===== src/design/trg_pkg.sv =====
// shared constants, types and command codes for the transient restorer gain block
// no dependencies
package trg_pkg;

  localparam int CHANNELS    = 2;
  localparam int SAMPLE_BITS = 24;
  localparam int CH_W        = (CHANNELS > 1) ? $clog2(CHANNELS) : 1;

  localparam int COEF_W  = 25;
  localparam int GAIN_W  = 24;
  localparam int RATIO_W = 24;
  localparam int ENV_W   = SAMPLE_BITS;
  localparam int DIV_W   = (SAMPLE_BITS > 24) ? SAMPLE_BITS : 24;
  localparam int CNT_W   = 5;
  localparam int MA_W    = 26;
  localparam int MB_W    = (SAMPLE_BITS > 26) ? SAMPLE_BITS : 26;
  localparam int P_W     = MA_W + MB_W;

  localparam int CFG_IDX_W = 3;
  localparam int CFG_W     = 25;

  localparam logic [COEF_W-1:0] ONE_Q24 = 25'h100_0000;

  // register indexes
  localparam logic [CFG_IDX_W-1:0] REG_TRANSIENT_GAIN = 3'd0;
  localparam logic [CFG_IDX_W-1:0] REG_TAIL_GAIN      = 3'd1;
  localparam logic [CFG_IDX_W-1:0] REG_MASK_DECAY     = 3'd2;
  localparam logic [CFG_IDX_W-1:0] REG_LOWER_RATIO    = 3'd3;
  localparam logic [CFG_IDX_W-1:0] REG_UPPER_RATIO    = 3'd4;
  localparam logic [CFG_IDX_W-1:0] REG_FAST_ATTACK    = 3'd5;
  localparam logic [CFG_IDX_W-1:0] REG_MEDIUM         = 3'd6;
  localparam logic [CFG_IDX_W-1:0] REG_SLOW_RELEASE   = 3'd7;

  localparam logic [GAIN_W-1:0]  RST_TRANSIENT_GAIN = 24'd1048576;
  localparam logic [GAIN_W-1:0]  RST_TAIL_GAIN      = 24'd1048576;
  localparam logic [COEF_W-1:0]  RST_MASK_DECAY     = 25'd0;
  localparam logic [RATIO_W-1:0] RST_LOWER_RATIO    = 24'd131072;
  localparam logic [RATIO_W-1:0] RST_UPPER_RATIO    = 24'd131072;
  localparam logic [COEF_W-1:0]  RST_FAST_ATTACK    = 25'd777000;
  localparam logic [COEF_W-1:0]  RST_MEDIUM         = 25'd37952;
  localparam logic [COEF_W-1:0]  RST_SLOW_RELEASE   = 25'd7605;

  typedef enum logic [4:0] {
    CMD_NOP,
    CMD_LOAD,
    CMD_MUL_FAST,
    CMD_UPD_FAST,
    CMD_MUL_SLOW,
    CMD_UPD_SLOW,
    CMD_DIV1_INIT,
    CMD_DIV_STEP,
    CMD_DIV1_END,
    CMD_DIV2_INIT,
    CMD_DIV2_END,
    CMD_MUL_X2,
    CMD_UPD_X2,
    CMD_MUL_AMT,
    CMD_UPD_AMT,
    CMD_MUL_DECAY,
    CMD_UPD_MASK,
    CMD_MUL_TAIL,
    CMD_ACC_TAIL,
    CMD_MUL_TRANS,
    CMD_ACC_TRANS,
    CMD_MUL_OUT,
    CMD_OUT
  } cmd_e;

  typedef struct packed {
    logic pass;
    logic div_last;
  } status_t;

endpackage


===== src/design/transient_restorer_gain.sv =====
// Transient restorer gain, top level.
// Input channel: in_valid_i / in_stall_o carry channel_i and sample_in_i (Q1.23).
// Output channel: out_valid_o / out_stall_i carry sample_out_o (Q1.23, clipped).
// A transaction is taken when valid is high and stall is low at a clock edge.
// Channels 0 and 1 are processed; channels 2 and 3 come back unchanged, held in
// raw_q and then registered in the output register. For a processed transaction,
// a shared 26-bit multiplier is used eight times and a one-bit-per-cycle divider
// runs twice for 24 steps each before the result is registered.
// One transaction is in flight at a time; the next is accepted once the result
// has moved into the output register.
// If the receiver stalls, the result holds in the output register and the block
// waits before loading the next result; the input is stalled meanwhile.
// Configuration writes via cfg_we_i, cfg_index_i and cfg_data_i take effect at
// the clock edge and belong in idle periods.
// Reset clears all envelopes and masks to zero, sets registers to their default
// values and empties the output register.
// depends on trg_pkg, trg_ctrl and trg_datapath
module transient_restorer_gain
  import trg_pkg::*;
(
  input  logic                          clk_i,
  input  logic                          rst_ni,
  input  logic                          in_valid_i,
  output logic                          in_stall_o,
  input  logic [1:0]                    channel_i,
  input  logic signed [SAMPLE_BITS-1:0] sample_in_i,
  output logic                          out_valid_o,
  input  logic                          out_stall_i,
  output logic signed [SAMPLE_BITS-1:0] sample_out_o,
  input  logic                          cfg_we_i,
  input  logic [CFG_IDX_W-1:0]          cfg_index_i,
  input  logic [CFG_W-1:0]              cfg_data_i
);

  cmd_e    cmd;
  status_t status;

  trg_ctrl u_ctrl (
    .clk_i       (clk_i),
    .rst_ni      (rst_ni),
    .in_valid_i  (in_valid_i),
    .in_stall_o  (in_stall_o),
    .out_valid_o (out_valid_o),
    .out_stall_i (out_stall_i),
    .status_i    (status),
    .cmd_o       (cmd)
  );

  trg_datapath u_datapath (
    .clk_i        (clk_i),
    .rst_ni       (rst_ni),
    .cmd_i        (cmd),
    .status_o     (status),
    .channel_i    (channel_i),
    .sample_in_i  (sample_in_i),
    .sample_out_o (sample_out_o),
    .cfg_we_i     (cfg_we_i),
    .cfg_index_i  (cfg_index_i),
    .cfg_data_i   (cfg_data_i)
  );

endmodule


===== src/design/trg_datapath.sv =====
// datapath: config registers, channel state, shared multiplier and shift-subtract divider
// depends on trg_pkg
module trg_datapath
  import trg_pkg::*;
(
  input  logic                          clk_i,
  input  logic                          rst_ni,
  input  cmd_e                          cmd_i,
  output status_t                       status_o,
  input  logic [1:0]                    channel_i,
  input  logic signed [SAMPLE_BITS-1:0] sample_in_i,
  output logic signed [SAMPLE_BITS-1:0] sample_out_o,
  input  logic                          cfg_we_i,
  input  logic [CFG_IDX_W-1:0]          cfg_index_i,
  input  logic [CFG_W-1:0]              cfg_data_i
);

  logic [GAIN_W-1:0]  trans_gain_q, tail_gain_q;
  logic [COEF_W-1:0]  decay_q, fast_att_q, medium_q, slow_rel_q;
  logic [RATIO_W-1:0] lower_q, upper_q;

  logic [ENV_W-1:0]  fast_mem_q [CHANNELS];
  logic [ENV_W-1:0]  slow_mem_q [CHANNELS];
  logic [COEF_W-1:0] mask_mem_q [CHANNELS];

  logic [CH_W-1:0]        ch_q;
  logic [SAMPLE_BITS-1:0] raw_q, mag_q;
  logic                   neg_q, pass_q, up_q;
  logic [ENV_W-1:0]       fast_q, slow_q;
  logic [COEF_W-1:0]      mask_q, x_q, x2_q, held_q;
  logic [RATIO_W-1:0]     ratio_q;
  logic                   sat_q, floor_q, range_ok_q, lo_q, hi_q;
  logic [GAIN_W-1:0]      gain_q;
  logic [P_W-1:0]         p_q, acc_q;
  logic [SAMPLE_BITS-1:0] out_q;

  logic [DIV_W-1:0] rem_q, den_q;
  logic [23:0]      sh_q, quo_q;
  logic [CNT_W-1:0] cnt_q;

  logic [MA_W-1:0]  a_sel;
  logic [MB_W-1:0]  b_sel;
  logic [P_W-1:0]   rnd;
  logic [DIV_W:0]   trial;
  logic [SAMPLE_BITS-1:0] mag_in;
  logic [ENV_W-1:0] den1;
  logic [COEF_W-1:0] amt;
  logic [P_W-1:0]   gsum, oprod;
  logic [SAMPLE_BITS-1:0] res;

  function automatic logic [COEF_W-1:0] coef_sat(input logic [COEF_W-1:0] c);
    return (c > ONE_Q24) ? ONE_Q24 : c;
  endfunction

  assign mag_in = sample_in_i[SAMPLE_BITS-1] ? (~sample_in_i + 1'b1) : sample_in_i;
  assign rnd    = (p_q + P_W'(24'h80_0000)) >> 24;
  assign trial  = {rem_q, sh_q[23]};
  assign den1   = (slow_q > ENV_W'(8)) ? slow_q : ENV_W'(8);
  assign amt    = (rnd > P_W'(ONE_Q24)) ? ONE_Q24 : rnd[COEF_W-1:0];
  assign gsum   = (acc_q + p_q + P_W'(24'h80_0000)) >> 24;
  assign oprod  = (p_q + P_W'(20'h8_0000)) >> 20;

  assign status_o.pass     = ({3'b000, channel_i} >= 5'(CHANNELS));
  assign status_o.div_last = (cnt_q == CNT_W'(23));

  // multiplier operand selection
  always_comb begin
    a_sel = '0;
    b_sel = '0;
    case (cmd_i)
      CMD_MUL_FAST: begin
        a_sel = MA_W'(coef_sat(up_q ? fast_att_q : medium_q));
        b_sel = MB_W'(up_q ? (mag_q - fast_q) : (fast_q - mag_q));
      end
      CMD_MUL_SLOW: begin
        a_sel = MA_W'(coef_sat(up_q ? medium_q : slow_rel_q));
        b_sel = MB_W'(up_q ? (mag_q - slow_q) : (slow_q - mag_q));
      end
      CMD_MUL_X2: begin
        a_sel = MA_W'(x_q);
        b_sel = MB_W'(x_q);
      end
      CMD_MUL_AMT: begin
        a_sel = MA_W'(x2_q);
        b_sel = MB_W'(26'h300_0000 - {x_q, 1'b0});
      end
      CMD_MUL_DECAY: begin
        a_sel = MA_W'(held_q);
        b_sel = MB_W'(coef_sat(decay_q));
      end
      CMD_MUL_TAIL: begin
        a_sel = MA_W'(ONE_Q24 - held_q);
        b_sel = MB_W'(tail_gain_q);
      end
      CMD_MUL_TRANS: begin
        a_sel = MA_W'(held_q);
        b_sel = MB_W'(trans_gain_q);
      end
      CMD_MUL_OUT: begin
        a_sel = MA_W'(gain_q);
        b_sel = MB_W'(mag_q);
      end
      default: ;
    endcase
  end

  // output clip and sign restore; pass-through channels take the raw sample
  always_comb begin
    if (pass_q) begin
      res = raw_q;
    end else if (neg_q) begin
      if (oprod > P_W'({1'b1, {(SAMPLE_BITS-1){1'b0}}})) begin
        res = {1'b1, {(SAMPLE_BITS-1){1'b0}}};
      end else begin
        res = ~oprod[SAMPLE_BITS-1:0] + 1'b1;
      end
    end else begin
      if (oprod > P_W'({1'b0, {(SAMPLE_BITS-1){1'b1}}})) begin
        res = {1'b0, {(SAMPLE_BITS-1){1'b1}}};
      end else begin
        res = oprod[SAMPLE_BITS-1:0];
      end
    end
  end

  always_ff @(posedge clk_i or negedge rst_ni) begin
    if (!rst_ni) begin
      trans_gain_q <= RST_TRANSIENT_GAIN;
      tail_gain_q  <= RST_TAIL_GAIN;
      decay_q      <= RST_MASK_DECAY;
      lower_q      <= RST_LOWER_RATIO;
      upper_q      <= RST_UPPER_RATIO;
      fast_att_q   <= RST_FAST_ATTACK;
      medium_q     <= RST_MEDIUM;
      slow_rel_q   <= RST_SLOW_RELEASE;
      for (int i = 0; i < CHANNELS; i++) begin
        fast_mem_q[i] <= '0;
        slow_mem_q[i] <= '0;
        mask_mem_q[i] <= '0;
      end
    end else begin
      if (cfg_we_i) begin
        case (cfg_index_i)
          REG_TRANSIENT_GAIN: trans_gain_q <= cfg_data_i[GAIN_W-1:0];
          REG_TAIL_GAIN:      tail_gain_q  <= cfg_data_i[GAIN_W-1:0];
          REG_MASK_DECAY:     decay_q      <= cfg_data_i;
          REG_LOWER_RATIO:    lower_q      <= cfg_data_i[RATIO_W-1:0];
          REG_UPPER_RATIO:    upper_q      <= cfg_data_i[RATIO_W-1:0];
          REG_FAST_ATTACK:    fast_att_q   <= cfg_data_i;
          REG_MEDIUM:         medium_q     <= cfg_data_i;
          REG_SLOW_RELEASE:   slow_rel_q   <= cfg_data_i;
          default: ;
        endcase
      end
      case (cmd_i)
        CMD_UPD_FAST: fast_mem_q[ch_q] <= up_q ? fast_q + rnd[ENV_W-1:0]
                                               : fast_q - rnd[ENV_W-1:0];
        CMD_UPD_SLOW: slow_mem_q[ch_q] <= up_q ? slow_q + rnd[ENV_W-1:0]
                                               : slow_q - rnd[ENV_W-1:0];
        CMD_UPD_MASK: mask_mem_q[ch_q] <= rnd[COEF_W-1:0];
        default: ;
      endcase
    end
  end

  always_ff @(posedge clk_i) begin
    // product holds while the result waits on a stalled receiver
    if (cmd_i != CMD_NOP) begin
      p_q <= a_sel * b_sel;
    end
    case (cmd_i)
      CMD_LOAD: begin
        ch_q   <= CH_W'(channel_i);
        pass_q <= status_o.pass;
        raw_q  <= sample_in_i;
        neg_q  <= sample_in_i[SAMPLE_BITS-1];
        mag_q  <= mag_in;
        fast_q <= fast_mem_q[CH_W'(channel_i)];
        slow_q <= slow_mem_q[CH_W'(channel_i)];
        mask_q <= mask_mem_q[CH_W'(channel_i)];
        up_q   <= mag_in > fast_mem_q[CH_W'(channel_i)];
      end
      CMD_UPD_FAST: begin
        fast_q <= up_q ? fast_q + rnd[ENV_W-1:0] : fast_q - rnd[ENV_W-1:0];
        up_q   <= mag_q > slow_q;
      end
      CMD_UPD_SLOW: slow_q <= up_q ? slow_q + rnd[ENV_W-1:0] : slow_q - rnd[ENV_W-1:0];
      CMD_DIV1_INIT: begin
        // quotient overflows 24 bits when the top dividend bits reach the divisor
        floor_q <= fast_q <= ENV_W'(8);
        sat_q   <= DIV_W'(fast_q >> 8) >= DIV_W'(den1);
        rem_q   <= DIV_W'(fast_q >> 8);
        den_q   <= DIV_W'(den1);
        sh_q    <= {fast_q[7:0], 16'h0000};
        cnt_q   <= '0;
      end
      CMD_DIV_STEP: begin
        if (trial >= {1'b0, den_q}) begin
          rem_q <= DIV_W'(trial - {1'b0, den_q});
          quo_q <= {quo_q[22:0], 1'b1};
        end else begin
          rem_q <= trial[DIV_W-1:0];
          quo_q <= {quo_q[22:0], 1'b0};
        end
        sh_q  <= {sh_q[22:0], 1'b0};
        cnt_q <= cnt_q + 1'b1;
      end
      CMD_DIV1_END: ratio_q <= floor_q ? '0 : (sat_q ? {RATIO_W{1'b1}} : quo_q);
      CMD_DIV2_INIT: begin
        range_ok_q <= upper_q > lower_q;
        lo_q       <= ratio_q <= lower_q;
        hi_q       <= ratio_q >= upper_q;
        rem_q      <= DIV_W'(ratio_q - lower_q);
        den_q      <= DIV_W'(upper_q - lower_q);
        sh_q       <= '0;
        cnt_q      <= '0;
      end
      CMD_DIV2_END: begin
        if (!range_ok_q || lo_q) begin
          x_q <= '0;
        end else if (hi_q) begin
          x_q <= ONE_Q24;
        end else begin
          x_q <= {1'b0, quo_q};
        end
      end
      CMD_UPD_X2:    x2_q   <= rnd[COEF_W-1:0];
      CMD_UPD_AMT:   held_q <= (amt > mask_q) ? amt : mask_q;
      CMD_ACC_TAIL:  acc_q  <= p_q;
      CMD_ACC_TRANS: gain_q <= gsum[GAIN_W-1:0];
      CMD_OUT:       out_q  <= res;
      default: ;
    endcase
  end

  assign sample_out_o = out_q;

endmodule


===== src/design/trg_ctrl.sv =====
// controller: sequences one transaction through the datapath and owns both handshakes
// depends on trg_pkg
module trg_ctrl
  import trg_pkg::*;
(
  input  logic    clk_i,
  input  logic    rst_ni,
  input  logic    in_valid_i,
  output logic    in_stall_o,
  output logic    out_valid_o,
  input  logic    out_stall_i,
  input  status_t status_i,
  output cmd_e    cmd_o
);

  typedef enum logic [4:0] {
    S_IDLE, S_MUL_FAST, S_UPD_FAST, S_MUL_SLOW, S_UPD_SLOW,
    S_DIV1_INIT, S_DIV1, S_DIV1_END, S_DIV2_INIT, S_DIV2, S_DIV2_END,
    S_MUL_X2, S_UPD_X2, S_MUL_AMT, S_UPD_AMT, S_MUL_DECAY, S_UPD_MASK,
    S_MUL_TAIL, S_ACC_TAIL, S_MUL_TRANS, S_ACC_TRANS, S_MUL_OUT, S_OUT
  } state_e;

  state_e state_q;
  logic   out_valid_q;
  logic   accept, emit;

  assign in_stall_o  = (state_q != S_IDLE);
  assign accept      = (state_q == S_IDLE) && in_valid_i;
  assign emit        = (state_q == S_OUT) && (!out_valid_q || !out_stall_i);
  assign out_valid_o = out_valid_q;

  always_comb begin
    case (state_q)
      S_IDLE:      cmd_o = accept ? CMD_LOAD : CMD_NOP;
      S_MUL_FAST:  cmd_o = CMD_MUL_FAST;
      S_UPD_FAST:  cmd_o = CMD_UPD_FAST;
      S_MUL_SLOW:  cmd_o = CMD_MUL_SLOW;
      S_UPD_SLOW:  cmd_o = CMD_UPD_SLOW;
      S_DIV1_INIT: cmd_o = CMD_DIV1_INIT;
      S_DIV1:      cmd_o = CMD_DIV_STEP;
      S_DIV1_END:  cmd_o = CMD_DIV1_END;
      S_DIV2_INIT: cmd_o = CMD_DIV2_INIT;
      S_DIV2:      cmd_o = CMD_DIV_STEP;
      S_DIV2_END:  cmd_o = CMD_DIV2_END;
      S_MUL_X2:    cmd_o = CMD_MUL_X2;
      S_UPD_X2:    cmd_o = CMD_UPD_X2;
      S_MUL_AMT:   cmd_o = CMD_MUL_AMT;
      S_UPD_AMT:   cmd_o = CMD_UPD_AMT;
      S_MUL_DECAY: cmd_o = CMD_MUL_DECAY;
      S_UPD_MASK:  cmd_o = CMD_UPD_MASK;
      S_MUL_TAIL:  cmd_o = CMD_MUL_TAIL;
      S_ACC_TAIL:  cmd_o = CMD_ACC_TAIL;
      S_MUL_TRANS: cmd_o = CMD_MUL_TRANS;
      S_ACC_TRANS: cmd_o = CMD_ACC_TRANS;
      S_MUL_OUT:   cmd_o = CMD_MUL_OUT;
      S_OUT:       cmd_o = emit ? CMD_OUT : CMD_NOP;
      default:     cmd_o = CMD_NOP;
    endcase
  end

  always_ff @(posedge clk_i or negedge rst_ni) begin
    if (!rst_ni) begin
      state_q     <= S_IDLE;
      out_valid_q <= 1'b0;
    end else begin
      if (emit) begin
        out_valid_q <= 1'b1;
      end else if (!out_stall_i) begin
        out_valid_q <= 1'b0;
      end
      case (state_q)
        S_IDLE:      if (accept) state_q <= status_i.pass ? S_OUT : S_MUL_FAST;
        S_MUL_FAST:  state_q <= S_UPD_FAST;
        S_UPD_FAST:  state_q <= S_MUL_SLOW;
        S_MUL_SLOW:  state_q <= S_UPD_SLOW;
        S_UPD_SLOW:  state_q <= S_DIV1_INIT;
        S_DIV1_INIT: state_q <= S_DIV1;
        S_DIV1:      if (status_i.div_last) state_q <= S_DIV1_END;
        S_DIV1_END:  state_q <= S_DIV2_INIT;
        S_DIV2_INIT: state_q <= S_DIV2;
        S_DIV2:      if (status_i.div_last) state_q <= S_DIV2_END;
        S_DIV2_END:  state_q <= S_MUL_X2;
        S_MUL_X2:    state_q <= S_UPD_X2;
        S_UPD_X2:    state_q <= S_MUL_AMT;
        S_MUL_AMT:   state_q <= S_UPD_AMT;
        S_UPD_AMT:   state_q <= S_MUL_DECAY;
        S_MUL_DECAY: state_q <= S_UPD_MASK;
        S_UPD_MASK:  state_q <= S_MUL_TAIL;
        S_MUL_TAIL:  state_q <= S_ACC_TAIL;
        S_ACC_TAIL:  state_q <= S_MUL_TRANS;
        S_MUL_TRANS: state_q <= S_ACC_TRANS;
        S_ACC_TRANS: state_q <= S_MUL_OUT;
        S_MUL_OUT:   state_q <= S_OUT;
        S_OUT:       if (emit) state_q <= S_IDLE;
        default:     state_q <= S_IDLE;
      endcase
    end
  end

endmodule

===== config.mk =====
export PLATFORM = sky130hd
export DESIGN_NAME = transient_restorer_gain
export DESIGN_NICKNAME = d
export VERILOG_FILES = /design/src/design/trg_pkg.sv /design/src/design/transient_restorer_gain.sv /design/src/design/trg_datapath.sv /design/src/design/trg_ctrl.sv
export SDC_FILE = /design/constraint.sdc
export NUM_CORES = 2
export LEC_CHECK = 0
export ABC_AREA = 1
export ABC_CLOCK_PERIOD_IN_PS = 10800
export BUFFER_PORTS_ARGS = -buffer_cell sky130_fd_sc_hd__buf_2
export CAP_MARGIN = 20
export CORE_ASPECT_RATIO = 1.5
export CORE_UTILIZATION = 45
export CTS_CLUSTER_DIAMETER = 40
export DETAILED_ROUTE_END_ITERATION = 12
export PLACE_DENSITY = 0.71
export SYNTH_ARGS = -nofsm -noshare
export SYNTH_HDL_FRONTEND = slang
export SYNTH_HIERARCHICAL = 1
export SYNTH_SLANG_ARGS = --single-unit
export TNS_END_PERCENT = 100

===== constraint.sdc =====
create_clock -name clk_i -period 10.8 [get_ports clk_i]
set_input_delay 1.62 -clock clk_i [delete_from_list [all_inputs] [get_ports clk_i]]
set_output_delay 1.62 -clock clk_i [all_outputs]
set_load 0.02 [all_outputs]

[After elaboration in Yosys (flattened, before gate mapping)]
Index checks and enable logic that the tools add are counted.
Storage, ports and cells
  bits in registers: 826
  latch bits: 0
  bits in writable memories: 0
  memory bits (read-only): 0
  bits of input ports: 59
  output and inout bits: 26
  logic and storage cells: 233
  memories kept: 0
Operators by class
  add/subtract/negate cells: 20
  $mul: 1
  div/mod/pow operators: 0
  $lt $le $gt $ge: 20
  equal/unequal tests: 57
  shifts and indexed selects: 0
  mux-type cells: 57
  bitwise logic cells: 4
  reductions and logical operators: 30
Operators with widths (count)
  24-bit 2-to-1 mux: 17
  25-bit 2-to-1 mux: 12
  26-bit case mux with 8 select lines: 1
  26-bit case mux with 7 select lines: 1
  24-bit case mux with 2 select lines: 3
  24-bit case mux with 3 select lines: 2
  24-bit subtractor: 5
  5-bit case mux with 23 select lines: 1
  5-bit case mux with 22 select lines: 1
  24-bit by 24-bit subtractor with 25-bit output: 4
  48-bit bitwise mux: 2
  5-bit by 4-bit equality test with 1-bit output (second input constant): 16
  5-bit equality test (second input constant): 15
  25-bit > comparator (second input constant): 3
  24-bit > comparator: 3
  52-bit by 20-bit adder with 52-bit output (second input constant): 1
  52-bit by 24-bit adder with 52-bit output (second input constant): 1
  26-bit by 26-bit multiplier with 52-bit output: 1
  26-bit 2-to-1 mux: 2
  50-bit bitwise mux: 1
  24-bit by 1-bit adder with 24-bit output (second input constant): 2
  24-bit adder: 2
  48-bit by 24-bit adder with 48-bit output (second input constant): 1
  48-bit adder: 1
  42 further kinds: 91

[Logic depth before layout (Yosys ltp)]
  depth after elaboration: 9
  depth in mapped cells: 48
  gate-level depth less buffers: 46

[Modules after synthesis]
The synthesis kept the hierarchy.
Modules (own cells, without submodules)
  trg_datapath: instances 1, cells an instance 9811, area each 76943.8 um^2, sequential area each 22406.5 um^2
  trg_ctrl: instances 1, cells an instance 130, area each 753.2 um^2, sequential area each 150.1 um^2

[Worst setup path before layout]
No wires, ideal clock.
  path type: input to register
  from: input port out_stall_i
  to: register u_datapath.p_q[45], data pin
  library setup time: 0.259 ns
  arrival: 9.147 ns
  data required time: 10.541 ns
  path slack: 1.394 ns
  stages on the path: 39
  buffers on the path: 3
  cells stage by stage: nand2_1 -> inv_1 -> nor3_1 -> inv_1 -> nand2_1 -> nor2_1 -> nand4_1 -> nor2_1 -> inv_1 -> nor2_1 -> clkbuf_1 -> clkbuf_1 -> nand3b_1 -> nand3_1 -> clkbuf_1 -> nand2_1 -> fa_1 -> fa_1 -> (+3 left out) -> fa_1 -> inv_1 -> fa_1 -> fa_1 -> inv_1 -> fa_1 -> inv_1 -> ha_1 -> nand2_1 -> nor2_1 -> inv_1 -> nor2_1 -> inv_1 -> o21ai_0 -> a31oi_1 -> o21ai_0 -> a21oi_1 -> xnor2_1
Between the ends
  longest elaborated chain between the ends: 9
  elaborated cells between the ends (all ways): 17
  those cells by class: mul (1); eq/ne (8); mux (4); reduce/logical (4)
Ends and longest elaborated chain
  from (decl): line transient_restorer_gain.sv:28  | input logic out_stall_i,
  1-bit logical NOT (*): line trg_ctrl.sv:29  | assign emit = (state_q == S_OUT) && (!out_valid_q || !out_stall_i);
  1-bit logical OR (*): line trg_ctrl.sv:29
  1-bit logical AND (*): line trg_ctrl.sv:29
  5-bit 2-to-1 mux (*): line trg_ctrl.sv:56  | S_OUT: cmd_o = emit ? CMD_OUT : CMD_NOP;
  5-bit case mux with 22 select lines (*): line trg_ctrl.sv:33  | case (state_q)
  named net cmd[2]: line transient_restorer_gain.sv:35  | cmd_e cmd;
  5-bit by 4-bit equality test with 1-bit output or 5-bit equality test (tied branches): line trg_datapath.sv:70  | case (cmd_i)
  2-bit OR reduction (no line)
  26-bit case mux with 7 select lines: line trg_datapath.sv:70
  26-bit by 26-bit multiplier with 52-bit output (*): line trg_datapath.sv:169  | p_q <= a_sel * b_sel;
  to (signal assigned): line trg_datapath.sv:169
  to (decl): line trg_datapath.sv:34  | logic [P_W-1:0] p_q, acc_q;
The timed path passes the listed nets; every way through them passes the cells marked *.
A chain may end at the register's enable or synchronous reset.

[Worst setup path in the final report]
  from: input port out_stall_i
  to: register u_datapath.p_q[27], data pin
Same word-level chain as after synthesis.

==> key figures <==
Outcome
  • Status: completed

Global route
  • First-pass GRT wire length: 463000 um
  • Number of global-route vias before repair: 72595
  • Initial antenna violation count: 13
  • Total gr overflow: 0
  • GRT Total Usage: 36.2%
  • Maximum number of pins on one net before global-route repair: 178

Placed design
  • Placed insts: 12432
  • RD Place Congestion: 1.04
  • Dpl hpwl: 261000 um
  • I/O Buffers: 84

Route
  • WL/cell: 25.0 um
  • Met3 wire length: 17800 um
  • Met2 wire length: 158000 um
  • Max layer used: met5
  • DRT antenna net count: 0
  • Wl on met1: 103000 um
  • Routed vias: 70191
  • DR DRC count: 0
  • Drt first pass iters: 9
  • Avg Vias per Cell: 5.55
  • Routed WL: 316000 um
  • Initial DRC Count: 5402

Logic synthesis
  • #FFs+latches synth: 808
  • Yosys top cell area share: 17.8%
  • Distinct cells, synth: 79
  • EDFF count, synth: 460
  • Post-synthesis cell count: 9941
  • Synth area leaders: edfxtp_1 18%, fa_1 15%, nand2_1 12%
  • Post-synth ARST share: 43.1%
  • Leading area contributor after synthesis: edfxtp_1
  • Syn Area/Cell: 7.82 um2
  • Primary FF master, synth: edfxtp_1
  • Syn. warnings: 6
  • Synthesized area: 0.0777 mm2
  • Synthesized Nets: 11177
  • Sequential area share after synthesis: 29.0%

Floorplanning
  • Die Ht: 511 um
  • Core Region: 0.171 mm2
  • Initial Util: 45.4%
  • Die area: 0.174 mm2
  • Placement Rows: 186
  • Die width: 341 um
  • IO Pins: 85

Critical path
  • Largest stage delay on the critical path: 640 ps
  • Kind of critical path: primary input to flip-flop
  • CP Launch Type: primary input
  • Slowest cell on crit path: o31ai_1
  • Crit path DAT: 10930 ps
  • Max FO, Critical Path: 11
  • Crit-path most repeated cell: inv_1
  • Reg-to-reg slack, setup: 400 ps
  • Worst path required time: 11270 ps
  • CP endpoint kind: flip-flop

STA
  • Endpoints failing hold: 0
  • Worst hold slack: 452 ps
  • Slew HR: 23.3%
  • Worst-Margin Slew: 1140 ps
  • Unrepaired setup endpoints after global routing: false
  • Max Freq: 0.0956 GHz
  • Final period utilization: 96.8%
  • Layout Skew: 61.0 ps
  • Setup TNS: 0 ps
  • Period minus WS final: 10460 ps
  • Final count of pins violating max slew: 0
  • Final Setup Violations: 0

CTS
  • CTS Buf Count: 107
  • H-tree lvl count: 3
  • Root Buffer: clkbuf_16
  • Worst-Skew Late Latency: 730 ps
  • Reg clk slew, reported paths: 60 ps
  • CTS tree: done
  • Hold bufs inserted after CTS: 0
  • Clock Sinks: 808
  • Clock Tree Buf Depth: 3

Finish
  • Register area: 0.0226 mm2
  • Filler instances: 16736
  • Area delta synth->final: 12.5%
  • Final non-filler cell total: 12651
  • Layout cells sized above 1: 8.75%
  • Final #Nets: 11528
  • Area of the multi-input gates: 0.0470 mm2

Flow run
  • Max-cap viol count: 0

Min path
  • Tightest Hold Check Type: flip-flop to flip-flop
## metrics by stage
stage	util, %	cell area, um2	setup WS (ps)
floorplan	-	77700	1390
global placement	48.7	83500	-383
detailed placement	48.7	83500	-399
CTS	50.9	87200	320
global route	51.0	87400	57.8
finish	51.0	87400	342
## worst paths after layout
| check | startpoint | endpoint | depth (start not counted) |
|---|---|---|---|
| hold reg to reg | u_datapath/p_q[16]$_DFFE_PP_ | u_datapath/acc_q[16]$_DFFE_PN_ | 0 |
| setup / recovery | out_stall_i | u_datapath/p_q[27]$_DFFE_PP_ | 41 |
| hold / removal | u_datapath/p_q[16]$_DFFE_PP_ | u_datapath/acc_q[16]$_DFFE_PN_ | 0 |
| max in group asynchronous | rst_ni | u_datapath/upper_q[21]$_DFFE_PN0P_ | 2 |
| min in group asynchronous | rst_ni | u_datapath/fast_mem_q[9]$_DFFE_PN0P_ | 1 |
| setup reg to reg | u_datapath/mag_q[10]$_DFFE_PP_ | u_datapath/p_q[27]$_DFFE_PP_ | 37 |
## what timing repair did
action	in CTS	in global routing
resized for setup	0	4
setup buffers	0	1
setup endpoints to repair	0	16
## logic make-up after synthesis
family	Yosys count	share of synthesized area, %
buf+inv	2126	10.6
xor+xnor	260	3.00
simple gates	3918	20.8
compound gates	1617	11.6
flops	808	29.0
mux	33	0.425
other cells	2	0.00967
fa+ha+maj	1177	24.6
## cells in the final DEF (no fill, tap or decap), drive strengths merged, types with 91 or more instances in the layout
master  count
nand3     347
dfrtp     320
xnor2      91
ha        594
fa        583
inv      1855
buf       531
nor2      830
xor2      169
clkbuf    121
nand4     113
o21ai     744
a21oi     533
nand2    2434
edfxtp    460
nor3       96
## layout make-up
cell class,count,area share [%]
diodes,9,0.0258
clock buffers,121,3.17
flip-flops and latches,808,25.8
repair buffers,531,4.99
inverters,1837,7.89
multi-input cells,7007,53.8
well taps,2256,3.23
clock inverters,82,1.12
## cell usage after synthesis (all sizes together) (4+ instances only)
cell type / count
and3: 5
a21boi: 18
inv: 1830
a31oi: 52
o22ai: 8
clkinv: 7
o221ai: 8
a2111oi: 6
nand2: 2434
nand3b: 16
a21oi: 533
o31ai: 15
or2: 38
a211oi: 26
clkbuf: 152
nor3b: 4
xnor2: 91
o21ai: 744
nor3: 96
xor2: 169
a22oi: 15
ha: 594
nor4: 27
and2: 4
a221oi: 18
o2111ai: 10
a21o: 27
dfrtp: 320
o21bai: 49
nand4: 113
nand3: 347
fa: 583
nor2: 830
o211ai: 37
mux2i: 33
buf: 137
dfstp: 28
o21a: 34
edfxtp: 460
## layer usage
| metal | vias to the layer above | global-route usage [%] |
|---|---|---|
| met5 | - | 0 |
| met2 | 2832 | 63.6 |
| met1 | 33853 | 36.4 |
| li1 | 32404 | - |
| met4 | 2 | 34.4 |
| met3 | 1100 | 5.16 |
## registers in the layout, summed over array words and instances (netlist names), 48 cells and up
name / cells
u_datapath/p_q: 52
u_datapath/mask_mem_q: 50
u_datapath/acc_q: 48
u_datapath/fast_mem_q: 48
u_datapath/slow_mem_q: 48
## worst max-delay path: cells and delay by family
kind	cells	cell delay, ps
and+or+nand+nor	11	1670
AOI/OAI and AO/OA	4	1580
buffers and inverters	17	1750
xor gates and xnor gates	1	200
adders and majority gates	8	4110
Power is not shown: default switching activity piles up to over one toggle a cycle in this logic, so the estimate is an artifact.
